## src/hw/rtl/osar_pkg.sv

```systemverilog
// ---------------------------------------------------------------------------
// osar_pkg
// shared constants and types of the oversample autorange scaler
// ---------------------------------------------------------------------------
package osar_pkg;

    localparam int SAMPLE_BITS         = 12;
    localparam int MAX_OS_LOG2_INT     = 8;
    localparam int OS_LOG2_W           = 4;
    localparam int CNT_W               = MAX_OS_LOG2_INT + 1;
    localparam int SUM_W               = SAMPLE_BITS + MAX_OS_LOG2_INT;
    localparam int PROD_W              = 2 * SAMPLE_BITS;
    localparam int STEP_W              = 4;
    localparam int CFG_IDX_W           = 2;

    localparam logic [OS_LOG2_W-1:0]   MAX_OS_LOG2      = OS_LOG2_W'(MAX_OS_LOG2_INT);
    localparam logic [OS_LOG2_W-1:0]   OS_LOG2_RESET    = OS_LOG2_W'(6);
    localparam logic [SAMPLE_BITS-1:0] FULL_SCALE_RESET = SAMPLE_BITS'(2048);
    localparam logic [SAMPLE_BITS-1:0] MIN_RESET        = SAMPLE_BITS'(4090);
    localparam logic [STEP_W-1:0]      DIV_LAST_STEP    = STEP_W'(SAMPLE_BITS - 1);

    // configuration register indexes
    localparam logic [CFG_IDX_W-1:0] CFG_OS_LOG2    = CFG_IDX_W'(0);
    localparam logic [CFG_IDX_W-1:0] CFG_FULL_SCALE = CFG_IDX_W'(1);

    typedef enum logic [4:0] {
        ST_IDLE = 5'b00001,
        ST_AVG  = 5'b00010,
        ST_MUL  = 5'b00100,
        ST_DIV  = 5'b01000,
        ST_OUT  = 5'b10000
    } t_state;

endpackage

```

## src/hw/rtl/oversample_autorange_scaler.sv

```systemverilog
// ---------------------------------------------------------------------------
// oversample_autorange_scaler
// oversampling averager with running min/max autorange and linear scaling
// ---------------------------------------------------------------------------
// usage
//   sample channel: i_sample_valid / o_sample_ready carry one raw reading per
//   request. samples are summed in groups of 2^oversample_log2 (clamped to 8)
//   result channel: o_result_valid / i_result_ready carry one result per group
//   config port: i_cfg_we writes i_cfg_wdata to register i_cfg_idx
//   (0 oversample_log2, which also drops the partial group; 1 full_scale)
// sequence
//   a sample that does not close a group is accepted, ready stays high
//   the sample that closes a group holds off the next one until these steps are done:
//   accept, average and min/max, multiply, 12 steps of the restoring
//   divider (one quotient bit per cycle), load of the result register
// reset: sums, counts and the last scaled value clear, min 4090, max 0,
//   registers back to 6 and 2048, no result pending
// stall: the result register holds until taken; further non-closing samples
//   are still accepted, a closing one waits in the load step until it frees
// ---------------------------------------------------------------------------
module oversample_autorange_scaler (
    input  logic                                   i_clk,
    input  logic                                   i_rst_n,
    // sample channel
    input  logic                                   i_sample_valid,
    output logic                                   o_sample_ready,
    input  logic [osar_pkg::SAMPLE_BITS-1:0]       i_sample,
    // result channel
    output logic                                   o_result_valid,
    input  logic                                   i_result_ready,
    output logic [osar_pkg::SAMPLE_BITS-1:0]       o_average,
    output logic [osar_pkg::SAMPLE_BITS-1:0]       o_scaled,
    output logic [osar_pkg::SAMPLE_BITS-1:0]       o_low_seen,
    output logic [osar_pkg::SAMPLE_BITS-1:0]       o_high_seen,
    output logic                                   o_changed,
    // configuration write port
    input  logic                                   i_cfg_we,
    input  logic [osar_pkg::CFG_IDX_W-1:0]         i_cfg_idx,
    input  logic [osar_pkg::SAMPLE_BITS-1:0]       i_cfg_wdata
);

    // configuration registers
    logic [osar_pkg::OS_LOG2_W-1:0]   r_os_log2,    n_os_log2;
    logic [osar_pkg::SAMPLE_BITS-1:0] r_full_scale, n_full_scale;

    // accumulation and calibration state
    logic [osar_pkg::SUM_W-1:0]       r_sum,  n_sum;
    logic [osar_pkg::CNT_W-1:0]       r_cnt,  n_cnt;
    logic [osar_pkg::SAMPLE_BITS-1:0] r_min,  n_min;
    logic [osar_pkg::SAMPLE_BITS-1:0] r_max,  n_max;
    logic [osar_pkg::SAMPLE_BITS-1:0] r_last, n_last;

    // sequencer
    osar_pkg::t_state                 r_state, n_state;
    logic [osar_pkg::STEP_W-1:0]      r_step,  n_step;

    // datapath registers (no reset needed)
    logic [osar_pkg::SAMPLE_BITS-1:0] r_avg,  n_avg;
    logic [osar_pkg::SAMPLE_BITS-1:0] r_span, n_span;
    logic [osar_pkg::SAMPLE_BITS-1:0] r_rem,  n_rem;
    logic [osar_pkg::SAMPLE_BITS-1:0] r_dvd,  n_dvd;
    logic [osar_pkg::SAMPLE_BITS-1:0] r_quo,  n_quo;

    // result register
    logic                             r_out_valid, n_out_valid;
    logic [osar_pkg::SAMPLE_BITS-1:0] r_out_avg,   n_out_avg;
    logic [osar_pkg::SAMPLE_BITS-1:0] r_out_scl,   n_out_scl;
    logic [osar_pkg::SAMPLE_BITS-1:0] r_out_low,   n_out_low;
    logic [osar_pkg::SAMPLE_BITS-1:0] r_out_high,  n_out_high;
    logic                             r_out_chg,   n_out_chg;

    // combinational helpers
    logic [osar_pkg::OS_LOG2_W-1:0]   w_k;
    logic [osar_pkg::CNT_W-1:0]       w_group_size;
    logic [osar_pkg::SUM_W-1:0]       w_sum_next;
    logic [osar_pkg::CNT_W-1:0]       w_cnt_next;
    logic [osar_pkg::SUM_W-1:0]       w_sum_shift;
    logic [osar_pkg::SAMPLE_BITS-1:0] w_avg;
    logic [osar_pkg::SAMPLE_BITS-1:0] w_offset;
    logic [osar_pkg::PROD_W-1:0]      w_prod;
    logic [osar_pkg::SAMPLE_BITS:0]   w_trial;
    logic [osar_pkg::SAMPLE_BITS:0]   w_diff;
    logic [osar_pkg::SAMPLE_BITS-1:0] w_scaled;
    logic                             w_sample_req;

    // oversample ratio above the supported maximum is clamped
    assign w_k          = (r_os_log2 > osar_pkg::MAX_OS_LOG2) ? osar_pkg::MAX_OS_LOG2
                                                              : r_os_log2;
    assign w_group_size = osar_pkg::CNT_W'(1) << w_k;
    assign w_sum_next   = r_sum + osar_pkg::SUM_W'(i_sample);
    assign w_cnt_next   = r_cnt + osar_pkg::CNT_W'(1);

    // average of the completed group
    assign w_sum_shift  = r_sum >> w_k;
    assign w_avg        = w_sum_shift[osar_pkg::SAMPLE_BITS-1:0];

    // (avg - min) * full_scale, min already widened so the offset is never negative
    assign w_offset     = r_avg - r_min;
    assign w_prod       = osar_pkg::PROD_W'(w_offset) * osar_pkg::PROD_W'(r_full_scale);

    // one restoring divider step: bring down the next dividend bit, try span
    assign w_trial      = {r_rem, r_dvd[osar_pkg::SAMPLE_BITS-1]};
    assign w_diff       = w_trial - {1'b0, r_span};

    // flat range gives zero
    assign w_scaled     = (r_span == '0) ? '0 : r_quo;

    assign w_sample_req = i_sample_valid && o_sample_ready;

    always_comb begin
        n_os_log2    = r_os_log2;
        n_full_scale = r_full_scale;
        n_sum        = r_sum;
        n_cnt        = r_cnt;
        n_min        = r_min;
        n_max        = r_max;
        n_last       = r_last;
        n_state      = r_state;
        n_step       = r_step;
        n_avg        = r_avg;
        n_span       = r_span;
        n_rem        = r_rem;
        n_dvd        = r_dvd;
        n_quo        = r_quo;
        n_out_valid  = r_out_valid;
        n_out_avg    = r_out_avg;
        n_out_scl    = r_out_scl;
        n_out_low    = r_out_low;
        n_out_high   = r_out_high;
        n_out_chg    = r_out_chg;

        // result taken by the receiver
        if (r_out_valid && i_result_ready) begin
            n_out_valid = 1'b0;
        end

        case (r_state)
            osar_pkg::ST_IDLE: begin
                if (w_sample_req) begin
                    n_sum = w_sum_next;
                    n_cnt = w_cnt_next;
                    // group closes: hand the full sum to the average step
                    if (w_cnt_next == w_group_size) begin
                        n_state = osar_pkg::ST_AVG;
                    end
                end
            end
            osar_pkg::ST_AVG: begin
                n_avg   = w_avg;
                n_sum   = '0;
                n_cnt   = '0;
                n_min   = (w_avg < r_min) ? w_avg : r_min;
                n_max   = (w_avg > r_max) ? w_avg : r_max;
                n_state = osar_pkg::ST_MUL;
            end
            osar_pkg::ST_MUL: begin
                // quotient fits in 12 bits, so the upper half is below span
                n_rem   = w_prod[osar_pkg::PROD_W-1:osar_pkg::SAMPLE_BITS];
                n_dvd   = w_prod[osar_pkg::SAMPLE_BITS-1:0];
                n_span  = r_max - r_min;
                n_step  = '0;
                n_state = osar_pkg::ST_DIV;
            end
            osar_pkg::ST_DIV: begin
                if (!w_diff[osar_pkg::SAMPLE_BITS]) begin
                    n_rem = w_diff[osar_pkg::SAMPLE_BITS-1:0];
                    n_quo = {r_quo[osar_pkg::SAMPLE_BITS-2:0], 1'b1};
                end else begin
                    n_rem = w_trial[osar_pkg::SAMPLE_BITS-1:0];
                    n_quo = {r_quo[osar_pkg::SAMPLE_BITS-2:0], 1'b0};
                end
                n_dvd  = {r_dvd[osar_pkg::SAMPLE_BITS-2:0], 1'b0};
                n_step = r_step + osar_pkg::STEP_W'(1);
                if (r_step == osar_pkg::DIV_LAST_STEP) begin
                    n_state = osar_pkg::ST_OUT;
                end
            end
            osar_pkg::ST_OUT: begin
                // load once the result register is free or being emptied
                if (!r_out_valid || i_result_ready) begin
                    n_out_valid = 1'b1;
                    n_out_avg   = r_avg;
                    n_out_scl   = w_scaled;
                    n_out_low   = r_min;
                    n_out_high  = r_max;
                    n_out_chg   = (w_scaled != r_last);
                    n_last      = w_scaled;
                    n_state     = osar_pkg::ST_IDLE;
                end
            end
            default: begin
                n_state = osar_pkg::ST_IDLE;
            end
        endcase

        // configuration writes must arrive only while idle; the block itself does not enforce this
        if (i_cfg_we) begin
            case (i_cfg_idx)
                osar_pkg::CFG_OS_LOG2: begin
                    n_os_log2 = i_cfg_wdata[osar_pkg::OS_LOG2_W-1:0];
                    n_sum     = '0;
                    n_cnt     = '0;
                end
                osar_pkg::CFG_FULL_SCALE: begin
                    n_full_scale = i_cfg_wdata;
                end
                default: begin
                end
            endcase
        end
    end

    // control and calibration state
    always_ff @(posedge i_clk) begin
        if (!i_rst_n) begin
            r_os_log2    <= osar_pkg::OS_LOG2_RESET;
            r_full_scale <= osar_pkg::FULL_SCALE_RESET;
            r_sum        <= '0;
            r_cnt        <= '0;
            r_min        <= osar_pkg::MIN_RESET;
            r_max        <= '0;
            r_last       <= '0;
            r_state      <= osar_pkg::ST_IDLE;
            r_step       <= '0;
            r_out_valid  <= 1'b0;
        end else begin
            r_os_log2    <= n_os_log2;
            r_full_scale <= n_full_scale;
            r_sum        <= n_sum;
            r_cnt        <= n_cnt;
            r_min        <= n_min;
            r_max        <= n_max;
            r_last       <= n_last;
            r_state      <= n_state;
            r_step       <= n_step;
            r_out_valid  <= n_out_valid;
        end
    end

    // datapath and result payload
    always_ff @(posedge i_clk) begin
        r_avg      <= n_avg;
        r_span     <= n_span;
        r_rem      <= n_rem;
        r_dvd      <= n_dvd;
        r_quo      <= n_quo;
        r_out_avg  <= n_out_avg;
        r_out_scl  <= n_out_scl;
        r_out_low  <= n_out_low;
        r_out_high <= n_out_high;
        r_out_chg  <= n_out_chg;
    end

    assign o_sample_ready = (r_state == osar_pkg::ST_IDLE);
    assign o_result_valid = r_out_valid;
    assign o_average      = r_out_avg;
    assign o_scaled       = r_out_scl;
    assign o_low_seen     = r_out_low;
    assign o_high_seen    = r_out_high;
    assign o_changed      = r_out_chg;

endmodule

```

## config.mk

```make
export PLATFORM = sky130hd
export DESIGN_NAME = oversample_autorange_scaler
export DESIGN_NICKNAME = d
export VERILOG_FILES = /design/src/hw/rtl/osar_pkg.sv /design/src/hw/rtl/oversample_autorange_scaler.sv
export SDC_FILE = /design/constraint.sdc
export NUM_CORES = 1
export LEC_CHECK = 0
export ABC_AREA = 0
export BUFFER_PORTS_ARGS = -buffer_cell sky130_fd_sc_hd__buf_2
export CORE_ASPECT_RATIO = 0.75
export CORE_MARGIN = 2
export CORE_UTILIZATION = 63
export CTS_CLUSTER_SIZE = 25
export DETAILED_ROUTE_END_ITERATION = 10
export PLACE_DENSITY = 0.79
export SYNTH_ARGS = -nofsm -noshare
export SYNTH_HDL_FRONTEND = slang
export SYNTH_SLANG_ARGS = --single-unit
```

## constraint.sdc

```tcl
create_clock -name i_clk -period 9.1 [get_ports i_clk]
set_clock_uncertainty 0.2 [all_clocks]
set_input_delay 0.91 -clock i_clk [delete_from_list [all_inputs] [get_ports i_clk]]
set_output_delay 0.91 -clock i_clk [all_outputs]
set_load 0.02 [all_outputs]
```

Word-level counts from Yosys, hierarchy flattened:

Cells that the tools add are included.

* shift-type cells: 2
* $add $sub $neg: 6
* mux-type cells: 23
* div/mod/pow operators: 0
* magnitude comparators: 3
* reductions and logical operators: 13
* multipliers: 1
* bitwise logic cells: 0
* equal/unequal tests: 13

Operators with widths (number)
* $mux W20: 3
* $pmux W12 S2: 2
* $pmux W20 S2: 1
* $mux W9: 3
* $pmux W5 S5: 1
* $mul A12 B12 Y24: 1
* $mux W12: 2
* $sub A12 B12 Y12: 2
* $add A20 B12 Y20: 1
* $mux W5: 4
* $shr A20 B4 Y12: 1
* $pmux W9 S2: 1
* $sub A13 B12 Y13: 1
* $gt A12 B12 Y1: 1
* $logic_not A12 Y1: 1
* $lt A12 B12 Y1: 1
* $ne A12 B12 Y1: 1
* $reduce_and A2 Y1: 5
* $add A9 B1 Y9 const B: 1
* $eq A9 B9 Y1: 1
* $shl A1 B4 Y9 const A: 1
* $pmux W4 S2: 1
* $eq A5 B1 Y1 const B: 1
* $eq A5 B2 Y1 const B: 1
* other kinds (17): 23

* flip-flop bits (word level): 200
* memories kept: 0
* memory bits (writable): 0
* output and inout bits: 51
* bits in read-only memories: 0
* word-level logic and storage cells: 81
* input port bits: 31
* latch bits: 0

Depth between registers and ports, before layout:

Gate-level depths: netlist (run 1).

* word-level depth: 7
* depth in mapped cells: 30
* gate-level depth less buffers: 29

Worst setup path after synthesis (run 1):

OpenSTA, ideal clock, no wires.

* path kind: register to register
* start point: register r_avg[0] (netlist bit)
* end point: register r_rem[11] (netlist bit) (data pin)
* period minus slack after synthesis: 6.966 ns
* required time: 8.631 ns
* cell stages (with the launch flop): 29
* setup time: 0.269 ns
* arrival time: 6.497 ns
* slack: 2.134 ns
* buffers on the path: 1
* cell sequence: edfxtp_1 -> inv_1 -> ha_1 -> inv_1 -> fa_1 -> a21o_1 -> a21oi_1 -> o21bai_1 -> a21oi_1 -> o21a_1 -> xnor2_1 -> clkbuf_1 -> nand2_1 -> fa_1 -> inv_1 -> fa_1 -> fa_1 -> fa_1 -> inv_1 -> fa_1 -> inv_1 -> ha_1 -> and3_1 -> a32oi_1 -> a31oi_1 -> o221ai_1 -> o21ai_0 -> xnor2_1 -> mux2i_1

* cells in the longest elaborated chain, start to end: 3

RTL lines
* start, declared: line oversample_autorange_scaler.sv:58 `logic [osar_pkg::SAMPLE_BITS-1:0] r_avg, n_avg;`
* start signal, assigned: line oversample_autorange_scaler.sv:242 `r_avg <= n_avg;`
* $sub A12 B12 Y12: line oversample_autorange_scaler.sv:98 `assign w_offset = r_avg - r_min;`
* $mul A12 B12 Y24: line oversample_autorange_scaler.sv:99 `assign w_prod = osar_pkg::PROD_W'(w_offset) * osar_pkg::PROD_W'(r_full_scale);`
* $pmux W12 S2: line oversample_autorange_scaler.sv:137 `case (r_state)`
* net n_rem, one bit: line oversample_autorange_scaler.sv:60 `logic [osar_pkg::SAMPLE_BITS-1:0] r_rem, n_rem;`
* end signal, assigned: line oversample_autorange_scaler.sv:244 `r_rem <= n_rem;`
* end, declared: line oversample_autorange_scaler.sv:60

The timed path passes the listed nets, and every way through them passes these cells.
A chain may end at the register's enable or synchronous reset.

Final worst setup path (run 1):

* start point: register r_min[1] (netlist bit)
* end point: register r_rem[11] (netlist bit) (data pin)

* cells in the longest elaborated chain, start to end: 3

RTL lines
* start, declared: line oversample_autorange_scaler.sv:49 `logic [osar_pkg::SAMPLE_BITS-1:0] r_min, n_min;`
* start signal, assigned: line oversample_autorange_scaler.sv:220 `r_min <= osar_pkg::MIN_RESET;`
* start signal, assigned: line oversample_autorange_scaler.sv:231 `r_min <= n_min;`
* $sub A12 B12 Y12: line oversample_autorange_scaler.sv:98
* $mul A12 B12 Y24: line oversample_autorange_scaler.sv:99
* $pmux W12 S2: line oversample_autorange_scaler.sv:137
* net n_rem, one bit: line oversample_autorange_scaler.sv:60

The timed path passes the listed nets, and every way through them passes these cells.

==> results.cfg, run 1 <==
[routing]
drc_errors = 0
wl_per_cell_um = 17.5
viasPerCell = 5.86
drt_pass1_iterations = 6
first_iter_violations = 980
wl_mm = 35.9
antenna_left = 0
vias = 12000

[grt]
grt_max_degree = 63
grt_pass1_vias = 11700
grt_use_total = 0.289
grt-ovfl-total = 0
antenna_found_initial = 0
grt_pass1_wl_mm = 59.5

[power_and_ir_drop]
combinationalPowerShare = 0.290
power_mw = 2.49
p_leak_nw = 7.64
ir_drop_v = 0.000145
p_sw_mw = 0.832
clkPwrFrac = 0.301
p_int_mw = 1.66
p_per_area_mw_per_mm2 = 147
p_seq_frac = 0.409
switching_share = 0.334

[place]
dp_hpwl_mm = 26.8
io_buffers = 81
gp_congestion = 0.911

[hold_path]
min_to = o_low_seen[5]
worst_hold_startpoint = r_min[5]
hp-class = register to register
hold_depth = 0

[setup_path]
arrival_ps = 7720
start_kind = register
worstReg2RegStart = r_min[1]
r2r_end = r_rem[11]
path_max_fanout = 12
cp-end-kind = register
path_class = register to register
r2r_slack_ps = 1370
r2r_cells = 26
required_ps = 9100

[logic_synthesis]
yosys.area.top_type = edfxtp_1
yosysTopAreaCellShare = 0.209
syn_nets = 1930
postSynthAreaPerCell_um2 = 9.42
synthTopCellsByArea = edfxtp_1 21%, fa_1 13%, dfxtp_1 12%, ha_1 11%, inv_1 4.9%
yosysSeqAreaShare = 0.326
synth.distinct_cells = 70
async_flop_share = 0
syn_area_mm2 = 0.0156
synthFlopType = edfxtp_1
synth_warnings = 0
ys_ff_latch = 200
synth_edf_count = 109
synthCells = 1662

[floorplanning]
pin_count = 82
core_area_mm2 = 0.0242
initial_core_util = 0.648
die-area_mm2 = 0.0261
die_h_um = 140
num_rows = 49
die_w_um = 186

[timing]
finalSetupTns_ps = 0
slew_headroom = 0.159
min_period_ps = 7730
worstMarginPinSlew_ps = 1250
setup_viol = 0
post-route-period-util = 0.849
hold_viol = 0
rsz0062_at_grt = no
max_freq_mhz = 129
final_max_slew_viol_count = 0

[finish]
synthToLayoutAreaGrowth_pct = 8.12
finalNetCount = 1980
layout-drive-gt1-share = 0.0899
diodes = 0

[outcome]
status = finished clean

[clock_tree]
cts_buffers = 17
cts_tree = yes
clk_pin_slew_ps = 70
post_cts_buffers = 0
clock_latency_ps = 450
cts_resized = 0
hold_buffers = 0
cts_max_path_buffers = 2
htree_num_levels = 4
cts.sinks = 200
cts_root_buffer = clkbuf_16

[run]
drv_cap = 0
worst max path at each step:
stage / depth (start not counted) / from / to
floorplan: 28 / r_avg[0] / r_rem[11]
global placement: 26 / r_min[1] / r_rem[11]
detailed placement: 26 / r_min[1] / r_rem[11]
CTS: 26 / r_min[1] / r_rem[11]
global route: 26 / r_min[1] / r_rem[11]
finish: 26 / r_min[1] / r_rem[11]
layout make-up:
class | count | area, um^2
tap | 331 | 414
clock buffer | 21 | 472
clock inverter | 11 | 106
sequential | 200 | 5090
timing repair buffer | 101 | 556
fill | 1902 | 7240
multi-input combinational | 1186 | 9500
inverter | 206 | 773
metal layers:
layer / global-route usage / vias up / part of all wire
li1: - / 5741 / -
met5: 0 / - / 0
met4: 0.0696 / 0 / 0.017
met2: 0.442 / 476 / 0.44
met1: 0.419 / 5770 / 0.46
met3: 0.0634 / 52 / 0.083
worst max-delay path, cell delays in order (launching register included):
cell and delay (ps):
dfxtp_1 380, inv_1 150, ha_1 310, nor2b_1 130, o21ai_0 120, a21boi_0 280
o21ai_1 160, a21oi_1 150, a21oi_1 100, xnor2_1 820, nand2_1 190, fa_1 530
fa_1 530, inv_1 60, fa_1 460, fa_1 550, inv_1 60, fa_1 520
inv_1 40, ha_1 390, and3_1 190, a32oi_1 310, a31oi_1 170, o221ai_1 260
o21ai_0 160, xnor2_1 170, mux2i_1 90
stage by stage:
step                instances  worst slack (ps)   util  area, um^2  hold WS (ps)
CTS                      2056              1410  0.700       16900           233
detailed placement       2024              1420  0.677       16300           216
finish                   2056              1370  0.700       16900           232
global placement         2024              1710  0.677       16300           217
global route             2056               850  0.700       16900           246
floorplan                1662              2130      -       15600           208
layout by cell type (no fill, tap or decap), drive strengths merged, types with 6 or more instances in the layout:
master	netlist	layout
o211ai	19	19
nor2b	31	31
buf	17	101
nand4	9	9
o21bai	6	6
o21ai	70	70
ha	133	133
nor3	21	21
a21o	20	20
o21a	9	9
a211oi	17	17
clkbuf	53	21
fa	104	104
and3	18	18
mux4	6	6
nand2b	17	17
inv	206	212
and2	67	67
xor2	17	17
mux2i	41	41
nand2	195	195
a21oi	77	77
nor2	77	77
xnor2	58	58
dfxtp	91	91
a31oi	7	7
nor4	8	8
nand3	58	58
a21boi	31	31
edfxtp	109	109
or3	8	8
cells by family (layout without fill, tap and decap cells):
family          after synthesis  count (layout)  share of synthesized area
simple gates                526             526                      0.163
compound gates              296             296                      0.124
buf+inv                     276             339                     0.0674
fa+ha+maj                   237             237                      0.239
flops                       200             200                      0.326
xor+xnor                     75              75                     0.0425
mux                          52              52                     0.0385
sequential cells by signal, summed over array words and instances (netlist names):
| name | flops |
|---|---|
| r_rem | 12 |
| r_avg | 12 |
| r_last | 12 |
| r_os_log2 | 4 |
| o_average | 12 |
| r_full_scale | 12 |
| o_low_seen | 12 |
| r_quo | 12 |
| o_result_valid | 1 |
| o_changed | 1 |
| r_sum | 20 |
| o_high_seen | 12 |
| r_min | 12 |
| r_span | 12 |
| o_scaled | 12 |
| r_step | 4 |
| r_dvd | 12 |
| r_cnt | 9 |
| r_max | 12 |
| r_state | 5 |
cells in the mapped netlist, types with 41 or more instances:
cell / instances
nor2_1: 77
xnor2_1: 57
dfxtp_1: 91
clkbuf_1: 53
and2_1: 65
inv_1: 206
nand3_1: 58
nand2_1: 195
ha_1: 133
o21ai_0: 67
fa_1: 104
edfxtp_1: 109
mux2i_1: 41
a21oi_1: 77
power by group through the flow:
stage	sequential, mW	clock [mW]	combinational [mW]
floorplan	1.02	0	0.542
global placement	1.04	0	0.683
detailed placement	1.04	0	0.705
CTS	1.02	0.755	0.713
global route	1.02	0.794	0.808
finish	1.02	0.749	0.721
No activity file was read; power rests on OpenSTA's default activity.
==> run 2: changes to the inputs <==
--- a/config.mk
+++ b/config.mk
@@ -9,10 +9,10 @@
 export BUFFER_PORTS_ARGS = -buffer_cell sky130_fd_sc_hd__buf_2
 export CORE_ASPECT_RATIO = 0.75
 export CORE_MARGIN = 2
-export CORE_UTILIZATION = 63
+export CORE_UTILIZATION = 57
 export CTS_CLUSTER_SIZE = 25
 export DETAILED_ROUTE_END_ITERATION = 10
-export PLACE_DENSITY = 0.79
+export PLACE_DENSITY = 0.75
 export SYNTH_ARGS = -nofsm -noshare
 export SYNTH_HDL_FRONTEND = slang
 export SYNTH_SLANG_ARGS = --single-unit
==> constraint.sdc (replaced) <==
create_clock -name i_clk -period 7 [get_ports i_clk]
set_clock_uncertainty 0.2 [all_clocks]
set_input_delay 0.7 -clock i_clk [delete_from_list [all_inputs] [get_ports i_clk]]
set_output_delay 0.7 -clock i_clk [all_outputs]
set_load 0.02 [all_outputs]
==> run 2 against run 1 <==
Against the previous run: hold slack gained 6.3 ps; non-clock buffer count grew 68; final area increased by 5.3%; highest routed layer unchanged; global-route usage decreased by 2.9 points.
==> results.cfg, run 2 (synthesis gave the netlist of run 1 again) <==
[setup_path]
slowest_delay_ps = 520
arrival_ps = 6880
path_class = register to register
cp-end-kind = register
r2r_cells = 31
path_max_fanout = 4
r2r_end = r_rem[9]
start_kind = register
worstReg2RegStart = r_avg[0]
r2r_slack_ps = 100
required_ps = 6990
slowest_stage = fa_1

[power_and_ir_drop]
power_mw = 3.40
p_per_area_mw_per_mm2 = 191
ir_drop_v = 0.000182
p_leak_nw = 7.99

[routing]
wl_mm = 37.4
vias = 12200
drc_errors = 0
viasPerCell = 5.70
first_iter_violations = 1065
wl_per_cell_um = 17.5
drt_pass1_iterations = 5
antenna_left = 0

[timing]
min_period_ps = 6900
slew_headroom = 0.224
rsz0062_at_grt = yes
final_max_slew_viol_count = 0
fin_ws_ps = 104
worstMarginPinSlew_ps = 1160
hold_viol = 0
setup_viol = 0
holdWs_ps = 238
finalSetupTns_ps = 0
post-route-period-util = 0.985
max_freq_mhz = 145

[finish]
synthToLayoutAreaGrowth_pct = 13.9
layout_commonest_cell = inv_1
mostFrequentLayoutCells = 193 x inv_1, 190 x nand2_1, 121 x ha_1, 109 x edfxtp_1, 101 x fa_1
finalNetCount = 2048
stdcell_count = 2144
largest_register = r_sum
largest_register_ffs = 20
diodes = 0
layout-drive-gt1-share = 0.157

[clock_tree]
clk_pin_slew_ps = 80
cts_root_buffer = clkbuf_16
cts_tree = yes
htree_num_levels = 4
clock_latency_ps = 450
cts_buffers = 17
cts_max_path_buffers = 2
cts.sinks = 200

[place]
pre_cts_ws_ps = -233
gp_congestion = 0.929
dp_hpwl_mm = 27.8
io_buffers = 81
dp.cells = 2093

[floorplanning]
num_rows = 52
pin_count = 82
die-area_mm2 = 0.0288
die_h_um = 147
die_w_um = 195
initial_core_util = 0.580
core_area_mm2 = 0.0270

[run]
drv_cap = 0

[outcome]
status = finished clean

[grt]
grt_max_degree = 63
grt_use_total = 0.260
grt_pass1_wl_mm = 59.5
antenna_found_initial = 0
grt-ovfl-total = 0
grt_pass1_vias = 11700

[hold_path]
worst_hold_startpoint = r_min[7]
min_to = o_low_seen[7]
hold_depth = 0
hp-class = register to register
## run 2: where the power goes
part	internal, mW	total [mW]	leakage [nW]	switching, mW
clock network	0.485	1.00	0.295	0.517
logic	0.468	1.07	5.94	0.603
registers	1.28	1.33	1.75	0.0519
## run 2: metrics by stage
| stage | utilization | area, um^2 |
|---|---|---|
| 5_1_grt | 0.660 | 17800 |
| 2_1_floorplan | - | 15600 |
| 3_3_place_gp | 0.621 | 16800 |
| 3_5_place_dp | 0.621 | 16800 |
| 4_1_cts | 0.644 | 17400 |
| 6_report | 0.660 | 17800 |
## run 2: critical path: cells and delay by family, from the launching register on
| family | cells | cell delay (ps) |
|---|---|---|
| fa+ha+maj | 7 | 2790 |
| compound gates | 11 | 2030 |
| buf+inv | 9 | 800 |
| flops | 1 | 400 |
| xor+xnor | 2 | 290 |
| simple gates | 2 | 140 |
## run 2: how the worst max path moves through the flow
stage                endpoint  startpoint  slack [ps]  cells after the start
CTS                  r_rem[5]    r_avg[0]           7                     29
floorplan           r_rem[11]    r_avg[0]          30                     28
finish               r_rem[9]    r_avg[0]         100                     31
global placement    r_rem[11]    r_avg[0]         -90                     28
global route         r_rem[9]    r_avg[0]        -160                     31
detailed placement  r_rem[11]    r_avg[0]        -230                     28
## run 2: area by class of cell
| class | instances | area, um^2 |
|---|---|---|
| repair buffers | 169 | 1110 |
| well taps | 351 | 439 |
| inverters | 206 | 773 |
| multi-input cells | 1186 | 9800 |
| clock buffers | 17 | 425 |
| fillers | 2036 | 9180 |
| clock inverters | 15 | 175 |
| flip-flops and latches | 200 | 5090 |
## run 2: per-layer routing
metal,global-route usage,share of wire,routed length [um]
met1,0.383,0.47,17700
met2,0.397,0.44,16500
met3,0.0497,0.074,2770
met4,0.0637,0.014,529
met5,0,0,0
## run 2: repair_timing
item / 4_1_cts / 5_1_grt
setup endpoints to repair: 8 / 11
buffers inserted: 0 / 19
pin swaps: 4 / 74
hold buffers: 0 / 0
endpoints found under the hold margin: 0 / 0
gates resized for setup: 6 / 66
